### src/hdl/gbo_pkg.sv
// ----------------------------------------------------------------------------
// gbo_pkg
// Shared types and codes for the breadth-first visit order block.
// ----------------------------------------------------------------------------
`timescale 1ns / 1ps
`default_nettype none

package gbo_pkg;

   localparam int NODE_W  = 6;
   localparam int CMD_W   = 2;
   localparam int COUNT_W = 7;
   localparam int ID_CAP  = 64;

   localparam logic [CMD_W-1:0] CMD_APPEND = 2'd0;
   localparam logic [CMD_W-1:0] CMD_RUN    = 2'd1;
   localparam logic [CMD_W-1:0] CMD_CLEAR  = 2'd2;

   localparam logic [COUNT_W-1:0] NODE_COUNT_RESET = 7'd64;

   typedef enum logic [8:0] {
      S_IDLE   = 9'b000000001,
      S_APPEND = 9'b000000010,
      S_INIT   = 9'b000000100,
      S_POP    = 9'b000001000,
      S_CUR    = 9'b000010000,
      S_DEG    = 9'b000100000,
      S_RD     = 9'b001000000,
      S_CHK    = 9'b010000000,
      S_EMIT   = 9'b100000000
   } state_type;

   typedef struct packed {
      logic capture;
      logic append_wr;
      logic clear_graph;
      logic run_init;
      logic pop;
      logic load_cur;
      logic load_deg;
      logic rd_edge;
      logic chk_edge;
      logic emit;
   } ctrl_type;

   typedef struct packed {
      logic scan_done;
      logic queue_empty;
      logic rsp_stall;
   } status_type;

endpackage

`default_nettype wire

### src/hdl/gbo_ctrl.sv
// ----------------------------------------------------------------------------
// gbo_ctrl
// Sequencer for append, clear and breadth-first run commands.
// ----------------------------------------------------------------------------
`timescale 1ns / 1ps
`default_nettype none

module gbo_ctrl (
   input  wire logic                       clock,
   input  wire logic                       reset,
   input  wire logic                       req_valid,
   output logic                            req_ready,
   input  wire logic [gbo_pkg::CMD_W-1:0]  req_cmd,
   input  wire gbo_pkg::status_type        sts,
   output gbo_pkg::ctrl_type               ctl
);

   gbo_pkg::state_type state_ff, state_in;

   always_ff @(posedge clock) begin
      if (reset) begin
         state_ff <= gbo_pkg::S_IDLE;
      end else begin
         state_ff <= state_in;
      end
   end

   always_comb begin
      state_in  = state_ff;
      ctl       = '0;
      req_ready = 1'b0;
      unique case (state_ff)
         gbo_pkg::S_IDLE: begin
            req_ready = 1'b1;
            if (req_valid) begin
               ctl.capture = 1'b1;
               unique case (req_cmd)
                  gbo_pkg::CMD_APPEND: state_in = gbo_pkg::S_APPEND;
                  gbo_pkg::CMD_RUN:    state_in = gbo_pkg::S_INIT;
                  gbo_pkg::CMD_CLEAR:  ctl.clear_graph = 1'b1;
                  default: ;
               endcase
            end
         end
         gbo_pkg::S_APPEND: begin
            ctl.append_wr = 1'b1;
            state_in      = gbo_pkg::S_IDLE;
         end
         gbo_pkg::S_INIT: begin
            ctl.run_init = 1'b1;
            state_in     = gbo_pkg::S_POP;
         end
         gbo_pkg::S_POP: begin
            ctl.pop  = 1'b1;
            state_in = gbo_pkg::S_CUR;
         end
         gbo_pkg::S_CUR: begin
            ctl.load_cur = 1'b1;
            state_in     = gbo_pkg::S_DEG;
         end
         gbo_pkg::S_DEG: begin
            ctl.load_deg = 1'b1;
            state_in     = gbo_pkg::S_RD;
         end
         gbo_pkg::S_RD: begin
            if (sts.scan_done) begin
               state_in = gbo_pkg::S_EMIT;
            end else begin
               ctl.rd_edge = 1'b1;
               state_in    = gbo_pkg::S_CHK;
            end
         end
         gbo_pkg::S_CHK: begin
            ctl.chk_edge = 1'b1;
            state_in     = gbo_pkg::S_RD;
         end
         gbo_pkg::S_EMIT: begin
            if (!sts.rsp_stall) begin
               ctl.emit = 1'b1;
               state_in = sts.queue_empty ? gbo_pkg::S_IDLE : gbo_pkg::S_POP;
            end
         end
         default: state_in = gbo_pkg::S_IDLE;
      endcase
   end

endmodule

`default_nettype wire

### src/hdl/gbo_datapath.sv
// ----------------------------------------------------------------------------
// gbo_datapath
// Adjacency store, degree table, visit queue and result register.
// ----------------------------------------------------------------------------
`timescale 1ns / 1ps
`default_nettype none

module gbo_datapath #(
   parameter int MAX_NODES  = 64,
   parameter int MAX_DEGREE = 8
) (
   input  wire logic                          clock,
   input  wire logic                          reset,
   input  wire gbo_pkg::ctrl_type             ctl,
   output gbo_pkg::status_type                sts,
   input  wire logic [gbo_pkg::NODE_W-1:0]    req_node,
   input  wire logic [gbo_pkg::NODE_W-1:0]    req_neighbor,
   input  wire logic                          csr_we,
   input  wire logic [gbo_pkg::COUNT_W-1:0]   csr_data,
   output logic                               rsp_valid,
   input  wire logic                          rsp_ready,
   output logic [gbo_pkg::NODE_W-1:0]         rsp_visit_node,
   output logic                               rsp_last,
   output logic                               rsp_dropped
);

   localparam int ROWS = (MAX_NODES < gbo_pkg::ID_CAP) ? MAX_NODES : gbo_pkg::ID_CAP;
   localparam int RW   = $clog2(ROWS);
   localparam int DW   = $clog2(MAX_DEGREE + 1);
   localparam int AW   = $clog2(ROWS * MAX_DEGREE);
   localparam int QW   = $clog2(ROWS + 1);
   localparam int NW   = gbo_pkg::NODE_W;
   localparam int CW   = gbo_pkg::COUNT_W;
   localparam logic [CW-1:0] CAP_C  = CW'(ROWS);
   localparam logic [DW-1:0] MAXD_C = DW'(MAX_DEGREE);
   localparam logic [AW-1:0] STEP_C = AW'(MAX_DEGREE);
   localparam logic [QW-1:0] QCAP_C = QW'(ROWS);

   // memories
   logic [NW-1:0] store_mem [ROWS*MAX_DEGREE];
   logic [DW-1:0] deg_mem   [ROWS];
   logic [RW-1:0] queue_mem [ROWS];

   logic [NW-1:0] store_rdata_ff;
   logic [DW-1:0] deg_rdata_ff;
   logic          deg_rvld_ff;
   logic [RW-1:0] queue_rdata_ff;

   logic [ROWS-1:0] deg_vld_ff;
   logic [ROWS-1:0] visited_ff;
   logic [CW-1:0]   node_count_ff;
   logic            drop_ff;
   logic [NW-1:0]   node_ff;
   logic [NW-1:0]   nb_ff;
   logic [RW-1:0]   cur_ff;
   logic [DW-1:0]   deg_ff;
   logic [DW-1:0]   k_ff;
   logic [QW-1:0]   head_ff;
   logic [QW-1:0]   tail_ff;
   logic            rsp_valid_ff;
   logic [NW-1:0]   rsp_node_ff;
   logic            rsp_last_ff;
   logic            rsp_drop_ff;

   logic [CW-1:0] n_eff;
   logic [DW-1:0] deg_now;
   logic          append_bad;
   logic [RW-1:0] deg_raddr;
   logic [AW-1:0] store_waddr;
   logic [AW-1:0] store_raddr;
   logic [CW-1:0] nxt_ext;
   logic          nxt_take;
   logic [RW-1:0] nxt_idx;

   always_comb begin
      if (node_count_ff == '0) begin
         n_eff = CW'(1);
      end else if (node_count_ff > CAP_C) begin
         n_eff = CAP_C;
      end else begin
         n_eff = node_count_ff;
      end
   end

   assign deg_now     = deg_rvld_ff ? deg_rdata_ff : '0;
   assign append_bad  = (CW'(node_ff) >= n_eff) || (CW'(nb_ff) >= n_eff) ||
                        (deg_now >= MAXD_C);
   assign deg_raddr   = ctl.capture ? req_node[RW-1:0] : queue_rdata_ff;
   assign store_waddr = AW'(AW'(node_ff[RW-1:0]) * STEP_C + AW'(deg_now));
   assign store_raddr = AW'(AW'(cur_ff) * STEP_C + AW'(k_ff));
   assign nxt_ext     = CW'(store_rdata_ff);
   assign nxt_idx     = store_rdata_ff[RW-1:0];
   assign nxt_take    = (nxt_ext < n_eff) && !visited_ff[nxt_idx] && (tail_ff < QCAP_C);

   assign sts.scan_done   = (k_ff >= deg_ff);
   assign sts.queue_empty = (head_ff == tail_ff);
   assign sts.rsp_stall   = rsp_valid_ff && !rsp_ready;

   // memory ports
   always_ff @(posedge clock) begin
      if (ctl.append_wr && !append_bad) begin
         store_mem[store_waddr]       <= nb_ff;
         deg_mem[node_ff[RW-1:0]]     <= deg_now + DW'(1);
      end
      if (ctl.run_init) begin
         queue_mem[RW'(0)] <= '0;
      end else if (ctl.chk_edge && nxt_take) begin
         queue_mem[tail_ff[RW-1:0]] <= nxt_idx;
      end
      if (ctl.rd_edge) begin
         store_rdata_ff <= store_mem[store_raddr];
      end
      deg_rdata_ff   <= deg_mem[deg_raddr];
      deg_rvld_ff    <= deg_vld_ff[deg_raddr];
      queue_rdata_ff <= queue_mem[head_ff[RW-1:0]];
   end

   // control state
   always_ff @(posedge clock) begin
      if (reset) begin
         deg_vld_ff    <= '0;
         visited_ff    <= '0;
         node_count_ff <= gbo_pkg::NODE_COUNT_RESET;
         drop_ff       <= 1'b0;
         head_ff       <= '0;
         tail_ff       <= '0;
         rsp_valid_ff  <= 1'b0;
      end else begin
         if (csr_we) begin
            node_count_ff <= csr_data;
         end
         if (ctl.clear_graph) begin
            deg_vld_ff <= '0;
            drop_ff    <= 1'b0;
         end else if (ctl.append_wr) begin
            if (append_bad) begin
               drop_ff <= 1'b1;
            end else begin
               deg_vld_ff[node_ff[RW-1:0]] <= 1'b1;
            end
         end
         if (ctl.run_init) begin
            visited_ff    <= ROWS'(1);
            head_ff       <= '0;
            tail_ff       <= QW'(1);
         end else begin
            if (ctl.pop) begin
               head_ff <= head_ff + QW'(1);
            end
            if (ctl.chk_edge && nxt_take) begin
               visited_ff[nxt_idx] <= 1'b1;
               tail_ff             <= tail_ff + QW'(1);
            end
         end
         if (ctl.emit) begin
            rsp_valid_ff <= 1'b1;
         end else if (rsp_ready) begin
            rsp_valid_ff <= 1'b0;
         end
      end
   end

   // payload registers
   always_ff @(posedge clock) begin
      if (ctl.capture) begin
         node_ff <= req_node;
         nb_ff   <= req_neighbor;
      end
      if (ctl.load_cur) begin
         cur_ff <= queue_rdata_ff;
      end
      if (ctl.load_deg) begin
         deg_ff <= deg_now;
         k_ff   <= '0;
      end else if (ctl.chk_edge) begin
         k_ff <= k_ff + DW'(1);
      end
      if (ctl.emit) begin
         rsp_node_ff <= NW'(cur_ff);
         rsp_last_ff <= (head_ff == tail_ff);
         rsp_drop_ff <= drop_ff;
      end
   end

   assign rsp_valid      = rsp_valid_ff;
   assign rsp_visit_node = rsp_node_ff;
   assign rsp_last       = rsp_last_ff;
   assign rsp_dropped    = rsp_drop_ff;

endmodule

`default_nettype wire

### src/hdl/graph_breadth_first_order.sv
// ----------------------------------------------------------------------------
// graph_breadth_first_order
// Directed adjacency list with a breadth-first visit order search from node 0.
// ----------------------------------------------------------------------------
//  channel  ports                                  direction
//  req      req_cmd, req_node, req_neighbor        in
//  rsp      rsp_visit_node, rsp_last, rsp_dropped  out
//  csr      csr_data (node_count)                  in
//
//  append: degree table read, then store write
//  clear and unknown commands finish in S_IDLE; clear empties all lists at once
//  run: init, then per visited node pop, current, degree, a read and a check per
//    scanned edge, and emit, in step with the queue, degree and store read ports
//  a stalled rsp beat holds the search at its next result; reset needs no sweep
// ----------------------------------------------------------------------------
`timescale 1ns / 1ps
`default_nettype none

module graph_breadth_first_order #(
   parameter int MAX_NODES  = 64,
   parameter int MAX_DEGREE = 8
) (
   input  wire logic                             clock,
   input  wire logic                             reset,
   input  wire logic                             req_valid,
   output logic                                  req_ready,
   input  wire logic [gbo_pkg::CMD_W-1:0]        req_cmd,
   input  wire logic [gbo_pkg::NODE_W-1:0]       req_node,
   input  wire logic [gbo_pkg::NODE_W-1:0]       req_neighbor,
   output logic                                  rsp_valid,
   input  wire logic                             rsp_ready,
   output logic [gbo_pkg::NODE_W-1:0]            rsp_visit_node,
   output logic                                  rsp_last,
   output logic                                  rsp_dropped,
   input  wire logic                             csr_valid,
   output logic                                  csr_ready,
   input  wire logic [gbo_pkg::COUNT_W-1:0]      csr_data
);

   gbo_pkg::ctrl_type   ctl;
   gbo_pkg::status_type sts;

   assign csr_ready = 1'b1;

   gbo_ctrl u_ctrl (
      .clock     (clock),
      .reset     (reset),
      .req_valid (req_valid),
      .req_ready (req_ready),
      .req_cmd   (req_cmd),
      .sts       (sts),
      .ctl       (ctl)
   );

   gbo_datapath #(
      .MAX_NODES  (MAX_NODES),
      .MAX_DEGREE (MAX_DEGREE)
   ) u_datapath (
      .clock          (clock),
      .reset          (reset),
      .ctl            (ctl),
      .sts            (sts),
      .req_node       (req_node),
      .req_neighbor   (req_neighbor),
      .csr_we         (csr_valid & csr_ready),
      .csr_data       (csr_data),
      .rsp_valid      (rsp_valid),
      .rsp_ready      (rsp_ready),
      .rsp_visit_node (rsp_visit_node),
      .rsp_last       (rsp_last),
      .rsp_dropped    (rsp_dropped)
   );

endmodule

`default_nettype wire
### config.mk
export PLATFORM = sky130hd
export DESIGN_NAME = graph_breadth_first_order
export DESIGN_NICKNAME = d
export VERILOG_FILES = /design/src/hdl/gbo_pkg.sv /design/src/hdl/gbo_ctrl.sv /design/src/hdl/gbo_datapath.sv /design/src/hdl/graph_breadth_first_order.sv
export SDC_FILE = /design/constraint.sdc
export NUM_CORES = 2
export LEC_CHECK = 0
export BUFFER_PORTS_ARGS = -buffer_cell sky130_fd_sc_hd__buf_2
export CORE_MARGIN = 3
export CORE_UTILIZATION = 57
export CTS_CLUSTER_DIAMETER = 50
export CTS_CLUSTER_SIZE = 12
export DETAILED_ROUTE_END_ITERATION = 6
export PLACE_DENSITY = 0.75
export SLEW_MARGIN = 20
export SYNTH_ARGS = -nofsm -noshare
export SYNTH_HDL_FRONTEND = slang
export SYNTH_SLANG_ARGS = --single-unit
### constraint.sdc
create_clock -name clock -period 9.1 [get_ports clock]
set_input_delay 0.91 -clock clock [delete_from_list [all_inputs] [get_ports clock]]
set_output_delay 0.91 -clock clock [all_outputs]
set_load 0.01 [all_outputs]
==> metrics <==
Reg2Reg Launch Point=u_datapath.cur_ff[0]$_DFFE_PP_; antenna viol nets, final=0; top cells by count, synth=3748 x edfxtp_1, 908 x mux4_2, 728 x nor2_1, 406 x a22oi_1, 362 x clkbuf_1; Final min period=5.31 ns; ys flop type=edfxtp_1; Die Ht=523 um; RSZ-0062 raised after global routing=no; Via density=6.83; Rows=189; #FFs+latches synth=between 3k and 4k; Clock Sinks=3923; core area=approximately 270000 um2; Clock Latency Late Sink=0.90 ns; largest net degree at the start of global routing=175; initial core utilization=between 50% and 60%; Crit-path slowest cell=nor4b_2; Sequential Area=116000 um2; worst rel slew slack=20.2%; status=finished, violations left; required time of the worst setup path=9.64 ns; Post-synth EDFFs=roughly 3.7k; R2R depth=10; skew final=0.0490 ns; Fillers=17.1k; GRT Total Usage=between 20% and 30%; top area cells in the synthesized netlist=edfxtp_1 74%, mux4_2 13%, dfxtp_1 2.3%; Place WS=between 3 and 4 ns; worst path cell trace=ha_1 -> ha_1 -> nor2b_4 -> buf_4 -> buf_4 -> a22oi_1 -> nand3_1 -> nand4_1 -> a22o_1 -> nor4b_2; Remaining DRCs=1; vias=roughly 79k; cells after synthesis=7822; M2 GR Usage=about 43%; worst-path fanout max=46; NumNets Final=roughly 7.9k; Reg2Reg Setup Slack=3.79 ns; sequential area share after synthesis=76.2%; PostCTS Resize Cnt=0; P&R area growth vs syn=10.2%; layout cells sized above 1=20.8%; WL per Instance=32.1 um; Setup CP Type=reg2reg; Hold Vio Cnt, Final=0; post-synth top area share=between 70% and 80%; busiest metal layer after global routing=met2; Crit. End Element=flip-flop; number of port buffers=35; First-pass DRT Iterations=7; Slew Limit Fails=0; most frequent cell after synthesis=edfxtp_1; post-synthesis net count=7880; dpl hpwl=213000 um; Arr. time, crit path=just under 6 ns; H-tree levels=5; GRT met1 Usage=37.8%; min-delay src=req_neighbor[0]; Final WS setup=roughly 3.8 ns; initial antenna violation count=14; vias in the first global route=78.8k; Hold Path End=u_datapath.nb_ff[0]$_DFFE_PP_; Die Wd=523 um; yosys warns=0; Reg clk slew, reported paths=0.06 ns; ys async rst share=0%; startpoint types=flip-flop; Remaining Overflow, GRT=0; failing checks=DRC; placed cell count=roughly 11k; fin cells=around 12k; maxcap violations=0; Slew @ Worst Pin=1.19 ns; reg-to-reg endpoint=u_datapath.nxt_idx[4]$_DFFE_PP_; Syn Area/Cell=19.5 um2; critical path's largest stage delay=0.79 ns; GPL Wtd Cong=0.897; initial DRC count=approximately 11k; hold depth=1; Synth area leader=edfxtp_1; hold_ws=0.284 ns; CTS tree=built; Die ar.=273000 um2; area occupied by multi-input gates=approximately 35000 um2; clk root buf=clkbuf_16; Distinct cells, synth=67; GR met3 Demand/Resource=5.42%; Worst Hold Class=in2reg; Post-Syn Area=152000 um2; first-pass GRT wire length=545000 um; crit share post-route=58.3%; Max Fclk=188 MHz; CTS Hold Bufs=0; CTS Buffer Depth=4; PD cells=216 nW/um2; P_leak=48.8 nW; Setup Buffers After CTS=0; Ports=37; WL final=370000 um; Max IR drop VDD=0.157 mV; endpoints failing setup=0; Num CTS Buffers=between 300 and 400
==> cells by family after synthesis <==
logic type                 count (synthesis)  share of synthesized area [%]
DFF                                     3923                           76.2
and+or+nand+nor                         1588                           4.58
muxes                                    968                           13.8
AOI/OAI and AO/OA                        748                           3.49
buffers and inverters                    533                           1.42
adders and majority gates                 32                          0.263
xor gates and xnor gates                  29                          0.167
other                                      1                        0.00246
==> worst max-delay path: cells and delay by family (launching register included) <==
family,cells,cell delay (ns)
adder cells (fa/ha/maj),2,0.90
buffers and inverters,2,1.16
AO/OA/AOI/OAI,2,0.58
flip-flops,1,0.40
AND/OR/NAND/NOR,4,1.86
==> report_power, final <==
group / switching, W / total (W) / leakage (nW) / internal [W]
Sequential: 0.0000278 / 0.0202 / 34.3 / 0.0202
Clock: 0.00642 / 0.0147 / 5.43 / 0.00826
Combinational: 0.00119 / 0.00138 / 9.02 / 0.000192
Total: 0.00763 / 0.0362 / 48.8 / 0.0286
==> worst max-delay path by stage <==
stage	start	to	slack, ns	cells past startpoint
floorplan	u_datapath.nb_ff[1]$_DFFE_PP_	u_datapath.store_mem[225][0]$_DFFE_PP_	-0.17	10
global placement	u_datapath.cur_ff[0]$_DFFE_PP_	u_datapath.nxt_idx[4]$_DFFE_PP_	3.37	10
detailed placement	u_datapath.cur_ff[0]$_DFFE_PP_	u_datapath.nxt_idx[4]$_DFFE_PP_	3.90	10
CTS	u_datapath.cur_ff[0]$_DFFE_PP_	u_datapath.nxt_idx[4]$_DFFE_PP_	3.89	10
global route	u_datapath.cur_ff[0]$_DFFE_PP_	u_datapath.nxt_idx[4]$_DFFE_PP_	3.81	10
finish	u_datapath.cur_ff[0]$_DFFE_PP_	u_datapath.nxt_idx[4]$_DFFE_PP_	3.79	10
==> registers in the layout (all words and copies together) (netlist names) <==
| name | count |
|---|---|
| u_datapath.store_mem | 3072 |
| u_datapath.queue_mem | 384 |
| u_datapath.deg_mem | 256 |
| u_datapath.deg_vld_ff | 64 |
| u_datapath.visited_ff | 64 |
| u_ctrl.state_ff | 9 |
| u_datapath.head_ff | 7 |
| u_datapath.node_count_ff | 7 |
| u_datapath.tail_ff | 7 |
| u_datapath.cur_ff | 6 |
| u_datapath.nb_ff | 6 |
| u_datapath.node_ff | 6 |
| u_datapath.nxt_idx | 6 |
| u_datapath.queue_rdata_ff | 6 |
| u_datapath.rsp_visit_node | 6 |
| u_datapath.deg_ff | 4 |
| u_datapath.deg_rdata_ff | 4 |
| u_datapath.k_ff | 4 |
| u_datapath.deg_rvld_ff | 1 |
| u_datapath.drop_ff | 1 |
| u_datapath.rsp_dropped | 1 |
| u_datapath.rsp_last | 1 |
| u_datapath.rsp_valid | 1 |
==> layout by cell type (no fill, tap or decap), types with 16 or more instances in the layout <==
master        n
nand2b_1     19
dfxtp_1     170
a32oi_1      22
a22oi_1     406
nor2b_1      17
nor2_1      667
a41oi_1      17
buf_12       17
clkbuf_1     57
mux2i_1      52
o21ai_0      16
ha_1         31
buf_2        35
clkbuf_16   401
a31oi_1      55
inv_1        22
edfxtp_1   3748
nand3_4      17
nor3_1       78
nor2_2       26
nand3_1     252
o21a_1       66
buf_4       110
mux4_2      908
nand2_1     318
nor2_4       36
a21oi_1     110
nand4_1      60
==> per-stage QoR <==
stage / power (W) / area [um2] / util [%] / TNS [ns]
after floorplan: 0.0214 / 153000 / - / -219.73
after global placement: 0.0219 / 157000 / 59.0 / 0
after detailed placement: 0.0219 / 157000 / 59.0 / 0
after CTS: 0.0364 / 168000 / 63.2 / 0
after global routing: 0.0372 / 168000 / 63.2 / 0
final: 0.0362 / 168000 / 63.2 / 0
==> routing by layer <==
layer	vias to the layer above	routed length, um
li1	31926	-
met1	40809	137000
met2	5313	179000
met3	827	38200
met4	0	15900
met5	-	0
==> layout make-up <==
type	instances	share of cell area, %
antenna	10	0.0149
clock buffer	462	6.14
clock inverter	73	0.500
inverter	22	0.0492
multi-input combinational	3366	20.7
sequential	3923	69.2
tap	3533	2.63
timing repair buffer	165	0.831
Note: power is estimated with default switching activity, not from simulation.
